File: config.mk
export PLATFORM = sky130hd
export DESIGN_NAME = piecewise_linear_color_map
export DESIGN_NICKNAME = d
export VERILOG_FILES = /design/src/design/plcm_pkg.sv /design/src/design/piecewise_linear_color_map.sv /design/src/design/plcm_ram.sv /design/src/design/plcm_div.sv
export SDC_FILE = /design/constraint.sdc
export NUM_CORES = 2
export LEC_CHECK = 0
export ABC_AREA = 1
export BUFFER_PORTS_ARGS = -buffer_cell sky130_fd_sc_hd__buf_2
export CORE_MARGIN = 2
export CORE_UTILIZATION = 60
export DETAILED_ROUTE_END_ITERATION = 6
export PLACE_DENSITY = 0.82
export SLEW_MARGIN = 10
export SYNTH_ARGS = -nofsm -noshare
export SYNTH_HDL_FRONTEND = slang
export SYNTH_SLANG_ARGS = --single-unit
File: constraint.sdc
create_clock -name aclk -period 9 [get_ports aclk]
set_input_delay 1.35 -clock aclk [delete_from_list [all_inputs] [get_ports aclk]]
set_output_delay 1.35 -clock aclk [all_outputs]
set_load 0.03 [all_outputs]
File: src/design/plcm_pkg.sv
`default_nettype none

package plcm_pkg;

    // Field widths
    localparam int FUNC_W   = 2;
    localparam int POS_W    = 17;
    localparam int CHAN_W   = 16;
    localparam int COLOR_W  = 3 * CHAN_W;
    localparam int IDX_W    = 12;
    localparam int RES_W    = 13;
    localparam int STATUS_W = 2;

    // Stream widths: payload rounded up to whole bytes
    localparam int S_TDATA_W = 80;   // 77 bits of fields
    localparam int M_TDATA_W = 56;   // 50 bits of fields

    // One table entry: position above packed color (red high)
    localparam int ENTRY_W = POS_W + COLOR_W;

    localparam int MAX_POINTS_DEF = 16;
    localparam logic [RES_W-1:0] RES_RESET = 13'd256;
    localparam logic [POS_W-1:0] ONE_Q16   = 17'h10000;
    localparam int FRAC_BITS = 16;

    // Shared divider
    localparam int DIV_NUM_W = 28;   // (2*idx+1) << 15
    localparam int DIV_DEN_W = 17;
    localparam int DIV_CNT_W = 5;

    typedef struct packed {
        logic [DIV_DEN_W-1:0] rem0;
        logic [DIV_NUM_W-1:0] num;
        logic [DIV_DEN_W-1:0] divisor;
        logic [DIV_CNT_W-1:0] steps;
    } div_req_t;

    // Operation codes
    localparam logic [FUNC_W-1:0] FUNC_CLEAR  = 2'd0;
    localparam logic [FUNC_W-1:0] FUNC_APPEND = 2'd1;
    localparam logic [FUNC_W-1:0] FUNC_EVAL   = 2'd2;

    // Status codes
    localparam logic [STATUS_W-1:0] STATUS_OK    = 2'd0;
    localparam logic [STATUS_W-1:0] STATUS_FULL  = 2'd1;
    localparam logic [STATUS_W-1:0] STATUS_EMPTY = 2'd2;

endpackage

`default_nettype wire

File: src/design/piecewise_linear_color_map.sv
// From input beat to result beat: clear, append and unused codes go straight to
//   the hand-off; a single-point evaluate fetches its point, blends and hands off; with
//   n >= 2 points an evaluate runs the density divide, segment walk, segment fetch,
//   fraction divide (skipped when the fraction is 0 or 1.0), channel blends, hand-off.
// Throughput: one item at a time, s_tready high only while idle; a finished result
//   may wait in the output register. Reset (sync, active low): empty table, res 256.
`default_nettype none

module piecewise_linear_color_map #(
    parameter int MAX_POINTS = plcm_pkg::MAX_POINTS_DEF
) (
    input  wire logic                            aclk,
    input  wire logic                            aresetn,
    // Input stream
    input  wire logic                            s_tvalid,
    output logic                                 s_tready,
    // [16:0] point_position, [32:17] point_red, [48:33] point_green,
    // [64:49] point_blue, [76:65] sample_index, [79:77] zero
    input  wire logic [plcm_pkg::S_TDATA_W-1:0]  s_tdata,
    // [1:0] func
    input  wire logic [plcm_pkg::FUNC_W-1:0]     s_tuser,
    // Result stream
    output logic                                 m_tvalid,
    input  wire logic                            m_tready,
    // [15:0] out_red, [31:16] out_green, [47:32] out_blue, [49:48] status,
    // [55:50] zero
    output logic      [plcm_pkg::M_TDATA_W-1:0]  m_tdata,
    // texture_resolution write
    input  wire logic                            cfg_valid,
    output logic                                 cfg_ready,
    input  wire logic [plcm_pkg::RES_W-1:0]      cfg_data
);

    import plcm_pkg::*;

    localparam int ADDR_W  = $clog2(MAX_POINTS);
    localparam int COUNT_W = $clog2(MAX_POINTS + 1);

    typedef enum logic [3:0] {
        S_IDLE,
        S_DENS,      // density divide running
        S_SRCH_RD,   // read position of k+1
        S_SRCH_CMP,  // step k while that position is at or below density
        S_RD_LO,
        S_RD_HI,
        S_CAP_HI,
        S_FRAC,      // pick fraction or start fraction divide
        S_FDIV,
        S_MUL,       // one channel: (hi - lo) * frac
        S_ACC,       // lo*2^16 + product, rounded
        S_DONE
    } state_t;

    // Input field decode
    logic [FUNC_W-1:0]  in_func;
    logic [POS_W-1:0]   in_pos;
    logic [CHAN_W-1:0]  in_red;
    logic [CHAN_W-1:0]  in_green;
    logic [CHAN_W-1:0]  in_blue;
    logic [IDX_W-1:0]   in_idx;
    logic [POS_W-1:0]   pos_clamped;

    assign in_func  = s_tuser;
    assign in_pos   = s_tdata[16:0];
    assign in_red   = s_tdata[32:17];
    assign in_green = s_tdata[48:33];
    assign in_blue  = s_tdata[64:49];
    assign in_idx   = s_tdata[76:65];
    assign pos_clamped = (in_pos > ONE_Q16) ? ONE_Q16 : in_pos;

    // Registers
    state_t                       state_reg;
    logic [COUNT_W-1:0]           count_reg;
    logic [RES_W-1:0]             res_cfg_reg;
    logic [ADDR_W-1:0]            k_reg;
    logic                         single_reg;
    logic [DIV_NUM_W-1:0]         dens_reg;
    logic [POS_W-1:0]             lo_pos_reg;
    logic [POS_W-1:0]             hi_pos_reg;
    logic [2:0][CHAN_W-1:0]       lo_col_reg;   // [2] red, [1] green, [0] blue
    logic [2:0][CHAN_W-1:0]       hi_col_reg;
    logic [POS_W-1:0]             frac_reg;     // 0..65536
    logic [1:0]                   ch_reg;
    logic signed [34:0]           prod_reg;
    logic [2:0][CHAN_W-1:0]       res_reg;
    logic [STATUS_W-1:0]          status_reg;
    logic                         m_tvalid_reg;
    logic [M_TDATA_W-1:0]         m_tdata_reg;
    logic                         div_start_reg;
    div_req_t                     div_req_reg;

    // Control
    logic                 in_beat;
    logic                 table_full;
    logic                 k_more;
    logic [RES_W-1:0]     res_eff;

    assign s_tready   = (state_reg == S_IDLE);
    assign cfg_ready  = 1'b1;
    assign in_beat    = s_tvalid && s_tready;
    assign table_full = (count_reg == COUNT_W'(MAX_POINTS));
    assign k_more     = (COUNT_W'(k_reg) + COUNT_W'(2)) < count_reg;
    assign res_eff    = (res_cfg_reg == '0) ? RES_W'(1) : res_cfg_reg;

    // Point table
    logic                 wr_en;
    logic [ADDR_W-1:0]    rd_addr;
    logic [ENTRY_W-1:0]   rd_data;
    logic [POS_W-1:0]     rd_pos;
    logic [COLOR_W-1:0]   rd_col;

    assign wr_en  = in_beat && (in_func == FUNC_APPEND) && !table_full;
    assign rd_pos = rd_data[ENTRY_W-1:COLOR_W];
    assign rd_col = rd_data[COLOR_W-1:0];

    // Upper point of the segment is read in the search and in the second fetch
    always_comb begin
        rd_addr = k_reg;
        if (state_reg == S_SRCH_RD || state_reg == S_RD_HI) begin
            rd_addr = k_reg + ADDR_W'(1);
        end
    end

    plcm_ram #(
        .WIDTH (ENTRY_W),
        .DEPTH (MAX_POINTS)
    ) u_table (
        .aclk    (aclk),
        .wr_en   (wr_en),
        .wr_addr (ADDR_W'(count_reg)),
        .wr_data ({pos_clamped, in_red, in_green, in_blue}),
        .rd_addr (rd_addr),
        .rd_data (rd_data)
    );

    // Shared divider: density first, fraction later
    logic                  div_busy;
    logic                  div_done;
    logic [DIV_NUM_W-1:0]  div_quo;

    plcm_div u_div (
        .aclk     (aclk),
        .aresetn  (aresetn),
        .start    (div_start_reg),
        .req      (div_req_reg),
        .busy     (div_busy),
        .done     (div_done),
        .quotient (div_quo)
    );

    // Fraction selection
    logic                 dens_ge_lo;
    logic                 seg_flat;      // upper position not above lower
    logic [DIV_NUM_W-1:0] dens_off;
    logic [POS_W-1:0]     span;
    logic                 off_ge_span;

    assign dens_ge_lo  = dens_reg >= DIV_NUM_W'(lo_pos_reg);
    assign seg_flat    = hi_pos_reg <= lo_pos_reg;
    assign dens_off    = dens_reg - DIV_NUM_W'(lo_pos_reg);
    assign span        = hi_pos_reg - lo_pos_reg;
    assign off_ge_span = dens_off >= DIV_NUM_W'(span);

    // Channel blend: lo*(1-f) + hi*f == lo*2^16 + (hi-lo)*f
    logic [CHAN_W-1:0]    lo_ch;
    logic [CHAN_W-1:0]    hi_ch;
    logic signed [16:0]   diff_ch;
    logic signed [17:0]   frac_s;
    logic signed [34:0]   mul_prod;
    logic signed [35:0]   acc_sum;

    assign lo_ch    = lo_col_reg[ch_reg];
    assign hi_ch    = hi_col_reg[ch_reg];
    assign diff_ch  = signed'({1'b0, hi_ch}) - signed'({1'b0, lo_ch});
    assign frac_s   = signed'({1'b0, frac_reg});
    assign mul_prod = diff_ch * frac_s;
    assign acc_sum  = signed'({4'b0, lo_ch, 16'b0}) + 36'(prod_reg) + 36'sd32768;

    always_ff @(posedge aclk) begin
        if (!aresetn) begin
            state_reg     <= S_IDLE;
            count_reg     <= '0;
            res_cfg_reg   <= RES_RESET;
            m_tvalid_reg  <= 1'b0;
            div_start_reg <= 1'b0;
        end else begin
            if (cfg_valid && cfg_ready) begin
                res_cfg_reg <= cfg_data;
            end
            // hand-off state reloads the output register itself
            if (m_tvalid_reg && m_tready && state_reg != S_DONE) begin
                m_tvalid_reg <= 1'b0;
            end

            unique case (state_reg)
                S_IDLE: begin
                    if (in_beat) begin
                        res_reg <= '0;
                        k_reg   <= '0;
                        unique case (in_func)
                            FUNC_CLEAR: begin
                                count_reg  <= '0;
                                status_reg <= STATUS_OK;
                                single_reg <= 1'b0;
                                state_reg  <= S_DONE;
                            end
                            FUNC_APPEND: begin
                                single_reg <= 1'b0;
                                state_reg  <= S_DONE;
                                if (table_full) begin
                                    status_reg <= STATUS_FULL;
                                end else begin
                                    status_reg <= STATUS_OK;
                                    count_reg  <= count_reg + COUNT_W'(1);
                                end
                            end
                            FUNC_EVAL: begin
                                if (count_reg == '0) begin
                                    status_reg <= STATUS_EMPTY;
                                    single_reg <= 1'b0;
                                    state_reg  <= S_DONE;
                                end else if (count_reg == COUNT_W'(1)) begin
                                    status_reg <= STATUS_OK;
                                    single_reg <= 1'b1;
                                    state_reg  <= S_RD_LO;
                                end else begin
                                    // density = (2*idx+1) * 2^15 / res
                                    status_reg          <= STATUS_OK;
                                    single_reg          <= 1'b0;
                                    div_start_reg       <= 1'b1;
                                    div_req_reg.rem0    <= '0;
                                    div_req_reg.num     <= {in_idx, 1'b1, 15'b0};
                                    div_req_reg.divisor <= DIV_DEN_W'(res_eff);
                                    div_req_reg.steps   <= DIV_CNT_W'(DIV_NUM_W);
                                    state_reg           <= S_DENS;
                                end
                            end
                            default: begin
                                // unused code: no change, zero result
                                status_reg <= STATUS_OK;
                                single_reg <= 1'b0;
                                state_reg  <= S_DONE;
                            end
                        endcase
                    end
                end
                S_DENS: begin
                    div_start_reg <= 1'b0;
                    if (div_done) begin
                        dens_reg  <= div_quo;
                        state_reg <= S_SRCH_RD;
                    end
                end
                S_SRCH_RD: begin
                    state_reg <= k_more ? S_SRCH_CMP : S_RD_LO;
                end
                S_SRCH_CMP: begin
                    if (DIV_NUM_W'(rd_pos) <= dens_reg) begin
                        k_reg     <= k_reg + ADDR_W'(1);
                        state_reg <= S_SRCH_RD;
                    end else begin
                        state_reg <= S_RD_LO;
                    end
                end
                S_RD_LO: begin
                    state_reg <= S_RD_HI;
                end
                S_RD_HI: begin
                    lo_pos_reg <= rd_pos;
                    lo_col_reg <= rd_col;
                    if (single_reg) begin
                        // single point: blend with itself at fraction zero
                        hi_col_reg <= rd_col;
                        frac_reg   <= '0;
                        ch_reg     <= '0;
                        state_reg  <= S_MUL;
                    end else begin
                        state_reg  <= S_CAP_HI;
                    end
                end
                S_CAP_HI: begin
                    hi_pos_reg <= rd_pos;
                    hi_col_reg <= rd_col;
                    state_reg  <= S_FRAC;
                end
                S_FRAC: begin
                    ch_reg <= '0;
                    priority if (seg_flat) begin
                        frac_reg  <= dens_ge_lo ? ONE_Q16 : '0;
                        state_reg <= S_MUL;
                    end else if (!dens_ge_lo) begin
                        frac_reg  <= '0;
                        state_reg <= S_MUL;
                    end else if (off_ge_span) begin
                        frac_reg  <= ONE_Q16;
                        state_reg <= S_MUL;
                    end else begin
                        // offset < span: shift in 16 zero bits
                        div_start_reg       <= 1'b1;
                        div_req_reg.rem0    <= DIV_DEN_W'(dens_off);
                        div_req_reg.num     <= '0;
                        div_req_reg.divisor <= DIV_DEN_W'(span);
                        div_req_reg.steps   <= DIV_CNT_W'(FRAC_BITS);
                        state_reg           <= S_FDIV;
                    end
                end
                S_FDIV: begin
                    div_start_reg <= 1'b0;
                    if (div_done) begin
                        frac_reg  <= {1'b0, div_quo[FRAC_BITS-1:0]};
                        state_reg <= S_MUL;
                    end
                end
                S_MUL: begin
                    prod_reg  <= mul_prod;
                    state_reg <= S_ACC;
                end
                S_ACC: begin
                    res_reg[ch_reg] <= acc_sum[31:16];
                    if (ch_reg == 2'd2) begin
                        state_reg <= S_DONE;
                    end else begin
                        ch_reg    <= ch_reg + 2'd1;
                        state_reg <= S_MUL;
                    end
                end
                S_DONE: begin
                    // output register free or emptying this cycle
                    if (!m_tvalid_reg || m_tready) begin
                        m_tvalid_reg <= 1'b1;
                        m_tdata_reg  <= {6'b0, status_reg, res_reg[0], res_reg[1], res_reg[2]};
                        state_reg    <= S_IDLE;
                    end
                end
                default: begin
                    state_reg <= S_IDLE;
                end
            endcase
        end
    end

    assign m_tvalid = m_tvalid_reg;
    assign m_tdata  = m_tdata_reg;

    // The divider is idle whenever the block can take a beat
    a_div_idle: assert property (@(posedge aclk) disable iff (!aresetn)
        (state_reg == S_IDLE) |-> !div_busy)
        else $error("divider busy while idle");

    // Table never counts past its depth
    a_count_range: assert property (@(posedge aclk) disable iff (!aresetn)
        count_reg <= COUNT_W'(MAX_POINTS))
        else $error("point count out of range");

    // A result only appears from the hand-off state
    a_result_src: assert property (@(posedge aclk) disable iff (!aresetn)
        $rose(m_tvalid_reg) |-> $past(state_reg == S_DONE))
        else $error("result raised outside hand-off");

    // Evaluate on an empty table goes straight to hand-off
    a_empty_eval: assert property (@(posedge aclk) disable iff (!aresetn)
        (in_beat && in_func == FUNC_EVAL && count_reg == '0) |=> (state_reg == S_DONE))
        else $error("empty evaluate did not finish at once");

endmodule

`default_nettype wire

File: src/design/plcm_ram.sv
`default_nettype none

module plcm_ram #(
    parameter int WIDTH = 8,
    parameter int DEPTH = 16
) (
    input  wire logic                     aclk,
    input  wire logic                     wr_en,
    input  wire logic [$clog2(DEPTH)-1:0] wr_addr,
    input  wire logic [WIDTH-1:0]         wr_data,
    input  wire logic [$clog2(DEPTH)-1:0] rd_addr,
    output logic      [WIDTH-1:0]         rd_data
);

    logic [WIDTH-1:0] mem_reg [DEPTH];

    always_ff @(posedge aclk) begin
        if (wr_en) begin
            mem_reg[wr_addr] <= wr_data;
        end
        rd_data <= mem_reg[rd_addr];
    end

endmodule

`default_nettype wire

File: src/design/plcm_div.sv
`default_nettype none

module plcm_div (
    input  wire logic                               aclk,
    input  wire logic                               aresetn,
    input  wire logic                               start,
    input  wire plcm_pkg::div_req_t                 req,
    output logic                                    busy,
    output logic                                    done,
    output logic [plcm_pkg::DIV_NUM_W-1:0]          quotient
);

    import plcm_pkg::*;

    // Restoring divide, one quotient bit per cycle. Remainder starts at
    // req.rem0 (must be below the divisor), numerator bits shift in MSB first.
    logic [DIV_DEN_W-1:0] rem_reg;
    logic [DIV_NUM_W-1:0] num_reg;
    logic [DIV_NUM_W-1:0] quo_reg;
    logic [DIV_DEN_W-1:0] den_reg;
    logic [DIV_CNT_W-1:0] cnt_reg;
    logic                 busy_reg;
    logic                 done_reg;

    logic [DIV_DEN_W:0]   trial;
    logic                 fits;
    logic [DIV_DEN_W-1:0] rem_next;

    assign trial    = {rem_reg, num_reg[DIV_NUM_W-1]};
    assign fits     = trial >= {1'b0, den_reg};
    assign rem_next = fits ? DIV_DEN_W'(trial - {1'b0, den_reg}) : DIV_DEN_W'(trial);

    always_ff @(posedge aclk) begin
        if (!aresetn) begin
            busy_reg <= 1'b0;
            done_reg <= 1'b0;
        end else begin
            done_reg <= 1'b0;
            if (start) begin
                rem_reg  <= req.rem0;
                num_reg  <= req.num;
                den_reg  <= req.divisor;
                cnt_reg  <= req.steps;
                quo_reg  <= '0;
                busy_reg <= 1'b1;
            end else if (busy_reg) begin
                rem_reg <= rem_next;
                num_reg <= {num_reg[DIV_NUM_W-2:0], 1'b0};
                quo_reg <= {quo_reg[DIV_NUM_W-2:0], fits};
                cnt_reg <= cnt_reg - DIV_CNT_W'(1);
                if (cnt_reg == DIV_CNT_W'(1)) begin
                    busy_reg <= 1'b0;
                    done_reg <= 1'b1;
                end
            end
        end
    end

    assign busy     = busy_reg;
    assign done     = done_reg;
    assign quotient = quo_reg;

endmodule

`default_nettype wire

==> run summary <==
result of the run -> complete, but fails checks
failing checks -> design-rule violations
initial core utilization -> 60.5%
Synthesis Warnings -> 0
first-pass GRT wire length -> 282000 um
1st-iter DRT viols -> 6714
Mapped Avg Cell Area -> 11.6 um2
Seq/Total Area, Yosys -> 62.0%
Slew Limit Headroom -> 16.5%
R2R cell count -> 35
multi-input logic area -> 0.0244 mm2
Fin Hold WS -> 393 ps
Reg-to-Reg End -> prod_reg[31]
Initial DRT Pass Iterations -> 7
commonest non-fill, non-tap cell in the layout -> edfxtp_1
hold-critical path depth -> 0
Clock Sinks -> 1557
EDFF count, synth -> 1466
IO Port Bufs -> 148
Routed WL -> 186000 um
CTS tree -> done
clk_skew -> 52.4 ps
flop-to-flop setup slack -> 320 ps
part of the cycle the worst path needs -> 96.5%
CP required -> 9510 ps
fill count -> 8405
Crit-path slowest cell -> xnor2_1
vias in the first global route -> 49700
share of flip-flops with an asynchronous set or reset -> 0%
vias per cell -> 6.12
Distinct cells, synth -> 62
Final ANT Viol Nets -> 0
Largest register FFs -> 1040
clk root buf -> clkbuf_16
MaxCap Viol Count -> 0
IO Count -> 159
area of the die -> 0.126 mm2
endpoints failing setup -> 0
GRT Overall Usage -> 29.3%
Critical Path AT -> 9190 ps
hold path start -> div_req_reg[19]
Top FF cell, synth -> edfxtp_1
gp weighted congestion -> 0.953
layout cells sized above 1 -> 9.17%
Final min period -> 8680 ps
placed cell areas -> 0.0762 mm2
commonest non-fill, non-tap cells in the layout -> edfxtp_1 (1466), nor2_1 (965), nand2_1 (745), inv_1 (681), o21ai_0 (624)
initial antenna violation count -> 22
Std-Cell Rows -> 128
CP Capture Type -> flip-flop
dpl hpwl -> 111000 um
CTS H-tree lvls -> 4
cell count after synthesis -> 6394
Worst Hold Class -> flip-flop to flip-flop
# DRC -> 2
die height -> 355 um
grt ovf -> 0
WL per Instance -> 22.6 um
area occupied by registers -> 0.0458 mm2
clock-pin slew on the worst setup and hold paths -> 60 ps
CTS buffer count -> 152
vias post-DR -> 50500
largest stage delay on the critical path -> 780 ps
r2r startpoint -> ch_reg[0]
pin count of the biggest net entering global routing -> 221
Worst Path Max Fanout -> 13
mapped cell area -> 0.0739 mm2
Core Area -> 0.122 mm2
critical setup path kind -> flip-flop to flip-flop
Clk Latency, worst-skew pair -> 810 ps
synth-to-layout area growth -> 10.3%
maximum clock rate -> 115 MHz
Finished Cell Area -> 0.0815 mm2
Die W -> 355 um
Clock Path Buffers -> 3
worst-case hold path end point -> u_div.den_reg[14]
#FFs+latches synth -> 1557
Worst setup SP type -> flip-flop
final hold vios -> 0
slew at the pin with the worst max-slew slack -> 1250 ps
Slew Viols, Final -> 0
Final #Nets -> 7053
==> cell usage after synthesis (6+ instances only) <==
master / instances / area [um2]
clkinv_1: 8 / 30.0
inv_2: 11 / 41.3
xor2_1: 55 / 482
o221ai_1: 182 / 1590
or2_2: 45 / 282
a31oi_1: 7 / 43.8
fa_1: 228 / 4560
clkbuf_1: 188 / 706
ha_1: 241 / 3020
o21ai_1: 70 / 350
a21oi_1: 131 / 656
xnor2_1: 24 / 210
o21a_1: 6 / 45.0
o211ai_1: 96 / 721
o21ai_0: 625 / 3130
nand2_1: 747 / 2800
a32oi_1: 16 / 140
buf_1: 11 / 41.3
edfxtp_1: 1466 / 44000
buf_4: 18 / 135
nand3b_1: 6 / 45.0
nand4_1: 34 / 213
a211oi_1: 8 / 60.1
nor2_2: 14 / 87.6
buf_2: 81 / 405
o22ai_1: 81 / 507
dfxtp_1: 91 / 1820
inv_1: 686 / 2570
nand2_2: 6 / 37.5
nor4_1: 11 / 68.8
nor3_1: 29 / 145
nand3_1: 125 / 626
nor2_1: 986 / 3700
==> timing repair <==
item	CTS	global route
hold buffers	0	0
pin swaps	0	3
setup endpoints to repair	1	14
gates resized for setup	0	16
setup buffers	3	3
==> per-layer routing <==
metal | vias up | wire length, um | track usage [%]
met1 | 24400 | 68700 | 38.6
met4 | 30 | 8220 | 13.8
met3 | 575 | 19700 | 5.17
li1 | 22400 | - | -
met5 | - | 184 | 0
met2 | 3032 | 89200 | 47.6
==> logic make-up (layout without fill, tap and decap cells) <==
group,count (synthesis),in the layout,share of synthesized area (%)
xor gates and xnor gates,81,81,1.01
DFF,1557,1557,62.0
buffers and inverters,1007,1219,5.36
and+or+nand+nor,2014,2014,11.0
other,2,16,0.0102
AOI/OAI and AO/OA,1264,1264,10.3
adders and majority gates,469,469,10.3
==> per-stage QoR <==
stage	std cells	setup TNS, ps	utilization (%)	worst slack [ps]
after global routing	8238	-32.7	66.8	-23.8
after detailed placement	7949	0	62.5	58.2
after global placement	7949	0	62.5	155
after floorplan	6399	0	-	910
after CTS	8233	0	66.7	69.0
final	8245	0	66.8	317
==> area by class of cell <==
class	count	area share (%)
clock buffer	207	5.17
inverter	709	3.31
timing repair buffer	229	1.74
multi-input combinational	3835	29.9
tap	1625	2.50
sequential	1557	56.3
clock inverter	74	1.11
antenna	9	0.0276
==> worst max-delay path by stage <==
stage | from | slack [ps] | depth (start not counted) | to
4_1_cts | ch_reg[0] | 70 | 40 | prod_reg[28]
2_1_floorplan | ch_reg[0] | 910 | 37 | prod_reg[28]
3_3_place_gp | ch_reg[0] | 150 | 42 | prod_reg[24]
6_report | ch_reg[0] | 320 | 35 | prod_reg[31]
5_1_grt | ch_reg[0] | -20 | 41 | prod_reg[31]
3_5_place_dp | ch_reg[0] | 60 | 40 | prod_reg[28]
==> critical path: cells and delay by family, from the launching register on <==
family	cells	cell delay, ps
compound gates	6	1240
xor+xnor	1	780
fa+ha+maj	8	3400
buf+inv	9	1190
flops	1	490
simple gates	11	1290
Power is not shown: default switching activity piles up to over one toggle a cycle in this logic, so the estimate is an artifact.
